**config.mk**
```make
export PLATFORM = sky130hd
export DESIGN_NAME = sum8_frame_receiver_flat
export DESIGN_NICKNAME = d
export VERILOG_FILES = /design/src/hdl/sfr_pkg.sv /design/src/hdl/sfr_in_if.sv /design/src/hdl/sfr_out_if.sv /design/src/hdl/sum8_frame_receiver.sv /design/src/hdl/sfr_front.sv /design/src/hdl/sfr_queue.sv /design/src/hdl/sfr_back.sv /design/src/flat_wrapper.sv
export SDC_FILE = /design/constraint.sdc
export NUM_CORES = 1
export LEC_CHECK = 0
export BUFFER_PORTS_ARGS = -buffer_cell sky130_fd_sc_hd__buf_2
export CAP_MARGIN = 20
export CORE_MARGIN = 4
export CORE_UTILIZATION = 45
export DETAILED_ROUTE_END_ITERATION = 7
export PLACE_DENSITY = 0.66
export SKIP_LAST_GASP = 1
export SYNTH_ARGS = -nofsm -noshare
export SYNTH_HDL_FRONTEND = slang
export SYNTH_SLANG_ARGS = --single-unit
```
**constraint.sdc**
```tcl
create_clock -name clk -period 4.9 [get_ports clk]
set_clock_uncertainty 0.2 [all_clocks]
set_input_delay 0.49 -clock clk [delete_from_list [all_inputs] [get_ports clk]]
set_output_delay 0.49 -clock clk [all_outputs]
set_load 0.01 [all_outputs]
```
**src/hdl/sfr_pkg.sv**
```systemverilog
package sfr_pkg;

  localparam int MAX_PAYLOAD = 32;
  localparam int LEN_W       = 6;   // holds 0..MAX_PAYLOAD
  localparam int IDX_W       = 5;   // holds 0..MAX_PAYLOAD-1
  localparam int MEM_AW      = IDX_W + 1;   // one bank bit on top
  localparam int MEM_DEPTH   = 2 ** MEM_AW;
  localparam int CFG_IDX_W   = 2;

  localparam logic [CFG_IDX_W-1:0] CFG_HDR_FIRST  = 2'd0;
  localparam logic [CFG_IDX_W-1:0] CFG_HDR_SECOND = 2'd1;
  localparam logic [CFG_IDX_W-1:0] CFG_RX_ENABLE  = 2'd2;

  localparam logic [7:0] HDR_FIRST_RST  = 8'd170;
  localparam logic [7:0] HDR_SECOND_RST = 8'd85;

  typedef enum logic [2:0] {
    PH_HDR1 = 3'd0,
    PH_HDR2 = 3'd1,
    PH_LEN  = 3'd2,
    PH_SEQ  = 3'd3,
    PH_CMD  = 3'd4,
    PH_PAY  = 3'd5,
    PH_SUM  = 3'd6
  } phase_t;

  typedef enum logic [1:0] {
    BK_IDLE,
    BK_FETCH,
    BK_SHOW
  } back_state_t;

  // one checked frame waiting for emission
  typedef struct packed {
    logic             bank;
    logic [LEN_W-1:0] len;
    logic [7:0]       seq;
    logic [7:0]       cmd;
  } desc_t;

  typedef struct packed {
    logic              we;
    logic [MEM_AW-1:0] addr;
    logic [7:0]        data;
  } mem_wr_t;

endpackage

```
**src/hdl/sfr_in_if.sv**
```systemverilog
interface sfr_in_if;
  import sfr_pkg::*;

  logic       valid;
  logic       ready;
  logic [7:0] rx_byte;
  logic       timeout;

  modport source (output valid, output rx_byte, output timeout, input ready);
  modport sink   (input valid, input rx_byte, input timeout, output ready);
endinterface

```
**src/hdl/sfr_out_if.sv**
```systemverilog
interface sfr_out_if;
  import sfr_pkg::*;

  logic             valid;
  logic             ready;
  logic [7:0]       command;
  logic [7:0]       sequence_res;
  logic [LEN_W-1:0] payload_len;
  logic [IDX_W-1:0] byte_index;
  logic [7:0]       payload_byte;
  logic             has_byte;
  logic             last;

  modport source (output valid, output command, output sequence_res, output payload_len,
                  output byte_index, output payload_byte, output has_byte, output last,
                  input ready);
  modport sink   (input valid, input command, input sequence_res, input payload_len,
                  input byte_index, input payload_byte, input has_byte, input last,
                  output ready);
endinterface

```
**src/hdl/sum8_frame_receiver.sv**
```systemverilog
// A frame's results are shown once its checksum word is accepted and the frame
//   is queued (a zero-length frame skips the payload memory read).
// Throughput: one input word per cycle while the input is not stalled; each result
//   waits for the registered read of the payload memory ahead of the output register.
// Input stalls only while two checked frames wait for emission (both banks full).
// Reset (synchronous, rst_n low): parser hunts the first header, queue empty,
//   headers 170/85, reception enabled.
module sum8_frame_receiver
  import sfr_pkg::*;
(
  input  logic                 clk,
  input  logic                 rst_n,
  sfr_in_if.sink               in_ch,
  sfr_out_if.source            out_ch,
  input  logic                 cfg_we,
  input  logic [CFG_IDX_W-1:0] cfg_index,
  input  logic [7:0]           cfg_wdata
);

  logic    push, pop, q_empty, q_full;
  desc_t   push_desc, head;
  mem_wr_t mem_wr;

  sfr_front u_front (
    .clk       (clk),
    .rst_n     (rst_n),
    .in_ch     (in_ch),
    .cfg_we    (cfg_we),
    .cfg_index (cfg_index),
    .cfg_wdata (cfg_wdata),
    .q_full    (q_full),
    .push      (push),
    .desc      (push_desc),
    .mem_wr    (mem_wr)
  );

  sfr_queue u_queue (
    .clk       (clk),
    .rst_n     (rst_n),
    .push      (push),
    .push_desc (push_desc),
    .pop       (pop),
    .head      (head),
    .empty     (q_empty),
    .full      (q_full)
  );

  sfr_back u_back (
    .clk     (clk),
    .rst_n   (rst_n),
    .q_empty (q_empty),
    .head    (head),
    .mem_wr  (mem_wr),
    .pop     (pop),
    .out_ch  (out_ch)
  );

endmodule

```
**src/hdl/sfr_front.sv**
```systemverilog
module sfr_front
  import sfr_pkg::*;
(
  input  logic                 clk,
  input  logic                 rst_n,
  sfr_in_if.sink               in_ch,
  input  logic                 cfg_we,
  input  logic [CFG_IDX_W-1:0] cfg_index,
  input  logic [7:0]           cfg_wdata,
  input  logic                 q_full,
  output logic                 push,
  output desc_t                desc,
  output mem_wr_t              mem_wr
);

  logic [7:0]       hdr_first_r, hdr_second_r;
  logic             rx_en_r;
  phase_t           phase_r, phase_nxt;
  logic [7:0]       sum_r, sum_nxt;
  logic [LEN_W-1:0] cnt_r, cnt_nxt;
  logic [LEN_W-1:0] len_r, len_nxt;
  logic [7:0]       seq_r, seq_nxt;
  logic [7:0]       cmd_r, cmd_nxt;
  logic             bank_r, bank_nxt;
  logic             accept;
  logic [7:0]       b;
  logic [LEN_W-1:0] cnt_inc;

  assign in_ch.ready = !q_full;
  assign accept      = in_ch.valid && in_ch.ready;
  assign b           = in_ch.rx_byte;
  assign cnt_inc     = cnt_r + LEN_W'(1);
  assign desc        = '{bank: bank_r, len: len_r, seq: seq_r, cmd: cmd_r};

  always_ff @(posedge clk) begin
    if (!rst_n) begin
      hdr_first_r  <= HDR_FIRST_RST;
      hdr_second_r <= HDR_SECOND_RST;
      rx_en_r      <= 1'b1;
    end else if (cfg_we) begin
      unique case (cfg_index)
        CFG_HDR_FIRST:  hdr_first_r  <= cfg_wdata;
        CFG_HDR_SECOND: hdr_second_r <= cfg_wdata;
        CFG_RX_ENABLE:  rx_en_r      <= cfg_wdata[0];
        default: ;
      endcase
    end
  end

  always_comb begin
    phase_nxt   = phase_r;
    sum_nxt     = sum_r;
    cnt_nxt     = cnt_r;
    len_nxt     = len_r;
    seq_nxt     = seq_r;
    cmd_nxt     = cmd_r;
    bank_nxt    = bank_r;
    push        = 1'b0;
    mem_wr.we   = 1'b0;
    mem_wr.addr = {bank_r, cnt_r[IDX_W-1:0]};
    mem_wr.data = b;
    if (accept) begin
      if (in_ch.timeout || !rx_en_r) begin
        phase_nxt = PH_HDR1;
      end else begin
        unique case (phase_r)
          PH_HDR1: begin
            sum_nxt   = b;
            phase_nxt = (b == hdr_first_r) ? PH_HDR2 : PH_HDR1;
          end
          PH_HDR2: begin
            sum_nxt   = sum_r + b;
            phase_nxt = (b == hdr_second_r) ? PH_LEN : PH_HDR1;
          end
          PH_LEN: begin
            if (b > 8'(MAX_PAYLOAD)) begin
              phase_nxt = PH_HDR1;
            end else begin
              len_nxt   = b[LEN_W-1:0];
              sum_nxt   = sum_r + b;
              phase_nxt = PH_SEQ;
            end
          end
          PH_SEQ: begin
            seq_nxt   = b;
            sum_nxt   = sum_r + b;
            phase_nxt = PH_CMD;
          end
          PH_CMD: begin
            cmd_nxt   = b;
            sum_nxt   = sum_r + b;
            cnt_nxt   = '0;
            phase_nxt = (len_r == '0) ? PH_SUM : PH_PAY;
          end
          PH_PAY: begin
            mem_wr.we = 1'b1;
            sum_nxt   = sum_r + b;
            if (cnt_inc >= len_r) begin
              cnt_nxt   = '0;
              phase_nxt = PH_SUM;
            end else begin
              cnt_nxt = cnt_inc;
            end
          end
          PH_SUM: begin
            if (sum_r == b) begin
              push     = 1'b1;
              bank_nxt = !bank_r;
            end
            sum_nxt   = '0;
            phase_nxt = PH_HDR1;
          end
          default: phase_nxt = PH_HDR1;
        endcase
      end
    end
  end

  always_ff @(posedge clk) begin
    if (!rst_n) begin
      phase_r <= PH_HDR1;
      sum_r   <= '0;
      cnt_r   <= '0;
      len_r   <= '0;
      seq_r   <= '0;
      cmd_r   <= '0;
      bank_r  <= 1'b0;
    end else begin
      phase_r <= phase_nxt;
      sum_r   <= sum_nxt;
      cnt_r   <= cnt_nxt;
      len_r   <= len_nxt;
      seq_r   <= seq_nxt;
      cmd_r   <= cmd_nxt;
      bank_r  <= bank_nxt;
    end
  end

endmodule

```
**src/hdl/sfr_queue.sv**
```systemverilog
module sfr_queue
  import sfr_pkg::*;
(
  input  logic  clk,
  input  logic  rst_n,
  input  logic  push,
  input  desc_t push_desc,
  input  logic  pop,
  output desc_t head,
  output logic  empty,
  output logic  full
);

  // two entries, one per payload bank
  desc_t      entry_r [2];
  logic       wr_ptr_r, rd_ptr_r;
  logic [1:0] cnt_r;

  assign empty = (cnt_r == 2'd0);
  assign full  = (cnt_r == 2'd2);
  assign head  = entry_r[rd_ptr_r];

  always_ff @(posedge clk) begin
    if (push) entry_r[wr_ptr_r] <= push_desc;
  end

  always_ff @(posedge clk) begin
    if (!rst_n) begin
      wr_ptr_r <= 1'b0;
      rd_ptr_r <= 1'b0;
      cnt_r    <= 2'd0;
    end else begin
      if (push) wr_ptr_r <= !wr_ptr_r;
      if (pop)  rd_ptr_r <= !rd_ptr_r;
      cnt_r <= cnt_r + 2'(push) - 2'(pop);
    end
  end

endmodule

```
**src/hdl/sfr_back.sv**
```systemverilog
module sfr_back
  import sfr_pkg::*;
(
  input  logic    clk,
  input  logic    rst_n,
  input  logic    q_empty,
  input  desc_t   head,
  input  mem_wr_t mem_wr,
  output logic    pop,
  sfr_out_if.source out_ch
);

  logic [7:0]        mem [MEM_DEPTH];
  logic [7:0]        rd_data_r;
  logic [MEM_AW-1:0] rd_addr;

  back_state_t      state_r, state_nxt;
  logic [IDX_W-1:0] idx_r, idx_nxt;
  logic [IDX_W-1:0] idx_inc;
  logic             load_word, load_empty;

  logic [7:0]       cmd_r, seq_r, byte_r;
  logic [LEN_W-1:0] len_r;
  logic [IDX_W-1:0] oidx_r;
  logic             has_r, last_r;

  assign idx_inc = idx_r + IDX_W'(1);

  always_ff @(posedge clk) begin
    if (mem_wr.we) mem[mem_wr.addr] <= mem_wr.data;
    rd_data_r <= mem[rd_addr];
  end

  always_comb begin
    state_nxt  = state_r;
    idx_nxt    = idx_r;
    rd_addr    = {head.bank, idx_r};
    load_word  = 1'b0;
    load_empty = 1'b0;
    pop        = 1'b0;
    unique case (state_r)
      BK_IDLE: begin
        if (!q_empty) begin
          idx_nxt = '0;
          if (head.len == '0) begin
            load_empty = 1'b1;
            state_nxt  = BK_SHOW;
          end else begin
            rd_addr   = {head.bank, {IDX_W{1'b0}}};
            state_nxt = BK_FETCH;
          end
        end
      end
      BK_FETCH: begin
        load_word = 1'b1;
        state_nxt = BK_SHOW;
      end
      BK_SHOW: begin
        if (out_ch.ready) begin
          if (last_r) begin
            pop       = 1'b1;
            state_nxt = BK_IDLE;
          end else begin
            idx_nxt   = idx_inc;
            rd_addr   = {head.bank, idx_inc};
            state_nxt = BK_FETCH;
          end
        end
      end
      default: state_nxt = BK_IDLE;
    endcase
  end

  always_ff @(posedge clk) begin
    if (!rst_n) begin
      state_r <= BK_IDLE;
      idx_r   <= '0;
    end else begin
      state_r <= state_nxt;
      idx_r   <= idx_nxt;
    end
  end

  always_ff @(posedge clk) begin
    if (load_word || load_empty) begin
      cmd_r  <= head.cmd;
      seq_r  <= head.seq;
      len_r  <= head.len;
      oidx_r <= load_word ? idx_r : '0;
      byte_r <= load_word ? rd_data_r : 8'd0;
      has_r  <= load_word;
      last_r <= load_empty || ((LEN_W'(idx_r) + LEN_W'(1)) == head.len);
    end
  end

  assign out_ch.valid        = (state_r == BK_SHOW);
  assign out_ch.command      = cmd_r;
  assign out_ch.sequence_res = seq_r;
  assign out_ch.payload_len  = len_r;
  assign out_ch.byte_index   = oidx_r;
  assign out_ch.payload_byte = byte_r;
  assign out_ch.has_byte     = has_r;
  assign out_ch.last         = last_r;

  // a shown word always belongs to the frame at the queue head
  a_head_held: assert property (@(posedge clk) disable iff (!rst_n)
    out_ch.valid |-> !q_empty)
    else $error("result shown with no frame queued");

  // an empty-frame word is the only word of its frame
  a_empty_last: assert property (@(posedge clk) disable iff (!rst_n)
    (out_ch.valid && !out_ch.has_byte) |-> (out_ch.last && out_ch.payload_len == '0))
    else $error("empty-frame word malformed");

  // after a non-final word is taken the next byte is fetched
  a_next_fetch: assert property (@(posedge clk) disable iff (!rst_n)
    (out_ch.valid && out_ch.ready && !out_ch.last) |=> (state_r == BK_FETCH))
    else $error("frame emission stopped early");

endmodule

```
**src/flat_wrapper.sv**
```systemverilog
// flat-port wrapper written by rule: the top's interface ports become plain ports
module sum8_frame_receiver_flat import sfr_pkg::*;
  (clk, rst_n, cfg_we, cfg_index, cfg_wdata, in_ch_valid, in_ch_rx_byte, in_ch_timeout, in_ch_ready, out_ch_valid, out_ch_command, out_ch_sequence_res, out_ch_payload_len, out_ch_byte_index, out_ch_payload_byte, out_ch_has_byte, out_ch_last, out_ch_ready);
  sfr_in_if in_ch_i ();
  sfr_out_if out_ch_i ();
  input  logic clk;
  input  logic rst_n;
  input  logic cfg_we;
  input  logic [CFG_IDX_W-1:0] cfg_index;
  input  logic [7:0] cfg_wdata;
  input wire logic [$bits(in_ch_i.valid)-1:0] in_ch_valid;
  input wire logic [$bits(in_ch_i.rx_byte)-1:0] in_ch_rx_byte;
  input wire logic [$bits(in_ch_i.timeout)-1:0] in_ch_timeout;
  output wire logic [$bits(in_ch_i.ready)-1:0] in_ch_ready;
  output wire logic [$bits(out_ch_i.valid)-1:0] out_ch_valid;
  output wire logic [$bits(out_ch_i.command)-1:0] out_ch_command;
  output wire logic [$bits(out_ch_i.sequence_res)-1:0] out_ch_sequence_res;
  output wire logic [$bits(out_ch_i.payload_len)-1:0] out_ch_payload_len;
  output wire logic [$bits(out_ch_i.byte_index)-1:0] out_ch_byte_index;
  output wire logic [$bits(out_ch_i.payload_byte)-1:0] out_ch_payload_byte;
  output wire logic [$bits(out_ch_i.has_byte)-1:0] out_ch_has_byte;
  output wire logic [$bits(out_ch_i.last)-1:0] out_ch_last;
  input wire logic [$bits(out_ch_i.ready)-1:0] out_ch_ready;
  assign in_ch_i.valid = in_ch_valid;
  assign in_ch_i.rx_byte = in_ch_rx_byte;
  assign in_ch_i.timeout = in_ch_timeout;
  assign in_ch_ready = in_ch_i.ready;
  assign out_ch_valid = out_ch_i.valid;
  assign out_ch_command = out_ch_i.command;
  assign out_ch_sequence_res = out_ch_i.sequence_res;
  assign out_ch_payload_len = out_ch_i.payload_len;
  assign out_ch_byte_index = out_ch_i.byte_index;
  assign out_ch_payload_byte = out_ch_i.payload_byte;
  assign out_ch_has_byte = out_ch_i.has_byte;
  assign out_ch_last = out_ch_i.last;
  assign out_ch_i.ready = out_ch_ready;
  sum8_frame_receiver u_core (.clk(clk), .rst_n(rst_n), .in_ch(in_ch_i), .out_ch(out_ch_i), .cfg_we(cfg_we), .cfg_index(cfg_index), .cfg_wdata(cfg_wdata));
endmodule
```
**Word-level counts from Yosys, hierarchy flattened**

Memories as Yosys holds them, arrays and structs flattened. A register that Yosys moved wholly into a read port is not among the register bits.
Index checks and enable logic that the tools add are counted.

- Latch bits: 0
- Output and inout port bits: 39
- Logic and storage cells: 130
- Memories: 2
- Bits of input ports: 24
- Memory bits (read-only): 0
- Register bits: 105
- Memory bits (writable): 558

- Shift operators: 0
- $add $sub $neg: 6
- Multiply operators: 0
- Equal/unequal tests: 20
- Magnitude comparators: 2
- Div/mod/pow operators: 0
- Reductions and logical operators: 31
- Bitwise operators: 2
- Muxes and demuxes: 45

Memories:

| name | depth | width | rd ports | clocked after Yosys merged registers in | write ports | line | text |
|---|---|---|---|---|---|---|---|
| u_core.u_back.mem | 64 | 8 | 1 | 1 | 1 | sfr_back.sv:13 | `logic [7:0] mem [MEM_DEPTH];` |
| u_core.u_queue.entry_r | 2 | 23 | 1 | 1 | 1 | sfr_queue.sv:15 | `desc_t entry_r [2];` |

Operators with widths:

| kind | count |
|---|---|
| 5-bit 2-to-1 mux | 7 |
| 8-bit one-hot mux with 4 select lines | 1 |
| 8-bit == test | 3 |
| 1-bit 2-to-1 mux | 22 |
| 5-bit one-hot mux with 2 select lines | 2 |
| 3-bit one-hot mux with 6 select lines | 1 |
| 4-bit AND reduction | 4 |
| 6-bit zero test | 2 |
| 2-bit 2-to-1 mux | 6 |
| 6-bit one-hot mux with 2 select lines | 1 |
| 2-bit AND reduction | 5 |
| 3-bit == test, second input constant | 3 |
| 3-bit AND reduction | 3 |
| 8-bit adder | 1 |
| 8-bit by 6-bit greater-than comparator with 1-bit output, second input constant | 1 |
| 8-bit 2-to-1 mux | 1 |
| 5-bit by 1-bit adder with 6-bit output, second input constant | 1 |
| 6-bit by 1-bit adder with 6-bit output, second input constant | 1 |
| 2-bit == test, second input constant | 3 |
| 3-bit by 2-bit == test with 1-bit output, second input constant | 2 |
| 6-bit == test | 1 |
| 6-bit >= comparator | 1 |
| 2-bit zero test | 3 |
| 3-bit 2-to-1 mux | 2 |
| 18 further kinds | 29 |

**Depth between registers and ports, before layout**

- Depth after elaboration: 7
- Depth in mapped cells: 13
- Depth with buffers taken out: 12

**Modules after synthesis**

A second synthesis with hierarchy kept.

- Cell total of the unflattened synthesis: 2,032
- Area, all modules: 28,102.0 µm²

By module, submodules not included:

| module | instances | seq. area each (µm²) | area each (µm²) | cells each |
|---|---|---|---|---|
| sfr_back | 1 | 16,786.1 | 22,769.3 | 1,533 |
| sfr_front | 1 | 1,141.1 | 3,444.6 | 407 |
| sfr_queue | 1 | 1,481.4 | 1,888.1 | 92 |

**Worst setup path after synthesis**

No wires, ideal clock.

- Kind: input port to flip-flop
- Start: in in_ch_rx_byte[6]
- End: mem u_core.u_queue.entry_r[0][0] in the netlist's numbering, enable pin
- Required time: 4,296 ps
- Slack: 1,329 ps
- Library setup time: 404 ps
- Buffers on the path: 0
- Data arrival time: 2,967 ps
- Stages on the path: 5
- Cell sequence: ha_1 or4_1 nor4_1 inv_1 nor2_1

- Longest elaborated chain between the ends: 7

RTL lines:

| item | line | text |
|---|---|---|
| start, declared | flat_wrapper.sv:12 | `input wire logic [$bits(in_ch_i.rx_byte)-1:0] in_ch_rx_byte;` |
| 8-bit == test | sfr_front.sv:106 | `if (sum_r == b) begin` |
| 1-bit 2-to-1 mux | sfr_front.sv:106 |  |
| 1-bit 2-to-1 mux | sfr_front.sv:66 | `unique case (phase_r)` |
| 1-bit 2-to-1 mux | sfr_front.sv:63 | `if (in_ch.timeout \|\| !rx_en_r) begin` |
| 1-bit 2-to-1 mux | sfr_front.sv:62 | `if (accept) begin` |
| 1-bit 2-to-1 mux | sfr_queue.sv:24 | `if (push) entry_r[wr_ptr_r] <= push_desc;` |
| 1-bit 2-to-1 mux (not written as such) | sfr_queue.sv:24 |  |
| end, declared | sfr_queue.sv:15 |  |

Every way passes these cells.

**Worst setup path in the final report**

- Start: reg u_core.u_back.idx_r[0]
- End: reg u_core.u_back.rd_data_r[0], read port of u_core.u_back.mem

- Longest elaborated chain between the ends: 4
- Elaborated cells between the ends (all ways): 6
- Those cells by class: add/sub: 1; mux: 5

RTL lines:

| item | line | text |
|---|---|---|
| start, declared | sfr_back.sv:18 | `logic [IDX_W-1:0] idx_r, idx_nxt;` |
| start signal, assigned | sfr_back.sv:80 | `idx_r <= idx_nxt;` |
| 5-bit by 1-bit adder with 5-bit output | sfr_back.sv:27 | `assign idx_inc = idx_r + IDX_W'(1);` |
| 5-bit 2-to-1 mux | sfr_back.sv:60 | `if (last_r) begin` |
| 5-bit 2-to-1 mux | sfr_back.sv:59 | `if (out_ch.ready) begin` |
| 5-bit one-hot mux with 2 select lines (*) | sfr_back.sv:41 | `unique case (state_r)` |
| end, declared | sfr_back.sv:14 | `logic [7:0] rd_data_r;` |

Mark *: on every way between the ends. The rest lies on a longest branch, timed or not.
A chain may end at the register's enable or synchronous reset.

==> metrics.txt <==
clock-pin slew on the worst setup and hold paths=60 ps; sequential power share=53.5%; Leak=0.00977 µW; FILL cells=4771; worst path required time=5180 ps; TNS Setup=0 ps; ANT cells=0; synthesized flop and latch total=672; measured slew at the worst slew-check pin=1050 ps; most instantiated cells after synthesis=edfxtp_1, nand2_1, nor2_1; Top Family by Delay on Critical Path=simple AND/OR/NAND/NOR gates; setup repair bufs after CTS=0; distinct cell type count after synthesis=69; 1st-pass router iterations=5; outcome=finished clean; Syn Inst Count=1851; DR iter-0 viols=1840; Worst path slowest cell=and2_1; H-Tree Depth=3; CP endpoint kind=flip-flop; fmax=250 MHz; Sink Count=672; final instance area=0.0304 mm²; clk root buf=clkbuf_16; antenna violations before repair=1; number of port buffers=62; largest net degree at the start of global routing=108; ys flop type=edfxtp_1; Final setup viols=0; Sw Pwr=2300 µW; layout cell share with drive strength beyond 1=13.2%; Util after Layout=51.4%; clock share of power=44.8%; HP Class=primary input to flip-flop; Syn Nets=1893; largest area contributor in the netlist=edfxtp_1; vias=16504; top cells by area, synth=edfxtp_1, dfxtp_1, nand2_1; Combinational Power Share=1.7%; grt total ovfl=0; Crit path arrival time=4280 ps; nets=1943; DP HPWL=40.2 mm; PD cells=383 mW/mm²; crit path max fanout=10; Post-synth ARST share=0%; placed instance area=0.0281 mm²; final hold viol count=0; warnings from Yosys=0; Worst-Skew Late Latency=610 ps; global-route wire length before repair=101 mm; GRT Total Usage=20.8%; RSZ-0062 raised after global routing=no; Seq/Total Area, Yosys=72.0%; Crit Path Class=flip-flop to flip-flop; IO Pins=63; Final Max Slew Viols=0; switching share of power=19.7%; Peak VDD IR=0.229 mV; Buf+Inv Stages, Crit Path=1; Site Rows=89; most frequent cell after synthesis=edfxtp_1; maxcap violations=0; Vias/cell=6.05; CP peak stage delay=620 ps; die height=253 µm; Core ar.=0.0591 mm²; post-route ant nets=0; post-synth top area share=66.3%; Starting Density=45.6%; GP Congestion=0.854; vias in the first global route=15999; Area Overhead vs Synth=12.8%; deepest clock path buffer count=3; Synth Area per Inst=14.6 µm²; CTS Buf Count=68; Post-synth EDFFs=595; relative slew slack=30.3%; CP cell instances=ha_1 -> nand3_1 -> nor2_1 -> xor2_1 -> and2_1 -> nand2_1 -> o22ai_1 -> a2111oi_1 -> clkdlybuf4s18_2 -> a211o_1; CTS tree=yes; internal power=9350 µW; # DRC=0; Total Wirelength=67.4 mm; Die ar.=0.0639 mm²; Die Wd=253 µm; Post-Syn Area=0.0269 mm²; Final period util=81.6%; Startpoint Class=flip-flop; Routed WL per cell=24.7 µm; Tmin final=4000 ps
-- path summary, 6_finish.rpt --
kind	cells after the start	slack, ps	endpoint	startpoint
hold / removal	4	50	u_core.u_front.rx_en_r	cfg_we
setup reg to reg	10	900	u_core.u_back.rd_data_r[0]	u_core.u_back.idx_r[0]
hold reg to reg	0	260	u_core.u_queue.entry_r[1][12]	u_core.u_front.seq_r[4]
setup / recovery	10	900	u_core.u_back.rd_data_r[0]	u_core.u_back.idx_r[0]
-- timing repair --
item | 4_1_cts | 5_1_grt
hold buffers | 8 | 0
gates resized for setup | 0 | 0
hold endpoints to repair | 17 | 0
-- cell families (layout without fill, tap and decap cells) --
| group | after synthesis | count (layout) | share of synthesized area [%] |
|---|---|---|---|
| compound gates | 346 | 346 | 10.0 |
| fa+ha+maj | 18 | 18 | 0.864 |
| flops | 672 | 672 | 72.0 |
| xor+xnor | 41 | 41 | 1.36 |
| buf+inv | 142 | 247 | 2.42 |
| mux | 86 | 86 | 4.04 |
| simple gates | 546 | 546 | 9.27 |
-- cells in the final DEF, fill, tap and decap left out, drive strengths merged, types with 6 or more instances in the layout --
cell type    instances
a2111oi              7
a211o               14
a211oi              17
a21boi              10
a21o                 8
a21oi               16
a22oi               10
a311o                9
a311oi              51
a31oi               42
and2                23
buf                 98
bufinv               6
clkbuf              96
clkinv              19
dfxtp               77
dlygate4sd3          8
edfxtp             595
ha                  17
inv                 17
mux2                22
mux2i               48
mux4                16
nand2              255
nand2b               8
nand3               34
nand3b               6
nor2               105
nor2b               42
nor3                25
nor4                18
o21ai               15
o221ai               9
o22a                 9
o22ai               27
o32ai               78
or2                  7
xnor2               17
xor2                24
-- worst reg2reg max path: stages, from the launching register on --
cell             delay, ps
dfxtp_1                560
ha_1                   420
nand3_1                230
nor2_1                 200
xor2_1                 290
and2_1                 620
nand2_1                430
o22ai_1                240
a2111oi_1               90
clkdlybuf4s18_2        300
a211o_1                300
-- through the flow --
step / cells / hold slack, ps / power, µW / setup WS, ps
4_1_cts: 2729 / 23.6 / 11700 / 965
6_report: 2729 / 53.5 / 11600 / 900
3_5_place_dp: 2596 / 236 / 6550 / 876
5_1_grt: 2729 / 47.6 / 12000 / 776
2_1_floorplan: 1851 / 224 / 6420 / 1330
3_3_place_gp: 2594 / 230 / 6540 / 292
-- registers in the layout (all words and copies together) (netlist names), 3 cells and up, named ones only --
register,flops
u_core.u_back.idx_r,5
u_core.u_back.mem,512
u_core.u_back.out_ch.byte_index,5
u_core.u_back.out_ch.command,8
u_core.u_back.out_ch.payload_byte,8
u_core.u_back.out_ch.payload_len,6
u_core.u_back.out_ch.sequence_res,8
u_core.u_back.rd_data_r,8
u_core.u_front.cmd_r,8
u_core.u_front.cnt_r,6
u_core.u_front.hdr_first_r,8
u_core.u_front.hdr_second_r,8
u_core.u_front.len_r,6
u_core.u_front.phase_r,3
u_core.u_front.seq_r,8
u_core.u_front.sum_r,8
u_core.u_queue.entry_r,46
-- cell type report --
| class | count | area, µm² | area share, % |
|---|---|---|---|
| inverters | 15 | 56.3 | 0.185 |
| multi-input cells | 1037 | 6970 | 22.9 |
| well taps | 773 | 967 | 3.18 |
| clock buffers | 96 | 1920 | 6.32 |
| flip-flops and latches | 672 | 19400 | 63.9 |
| repair buffers | 107 | 743 | 2.45 |
| clock inverters | 29 | 327 | 1.07 |
-- power groups by stage --
stage,Sequential [µW],Clock [µW],Combinational [µW]
2_1_floorplan,6350,0,74.0
3_3_place_gp,6350,0,191
3_5_place_dp,6350,0,197
4_1_cts,6230,5270,203
5_1_grt,6220,5530,220
6_report,6230,5220,203
-- per-layer routing --
metal	wire length (µm)	track usage, %	up-vias
li1	-	-	7310
met1	27500	29.0	8349
met2	32700	34.0	728
met5	0	0	-
met3	5440	3.80	117
met4	1690	5.99	0
(Power assumes the default switching activity.)
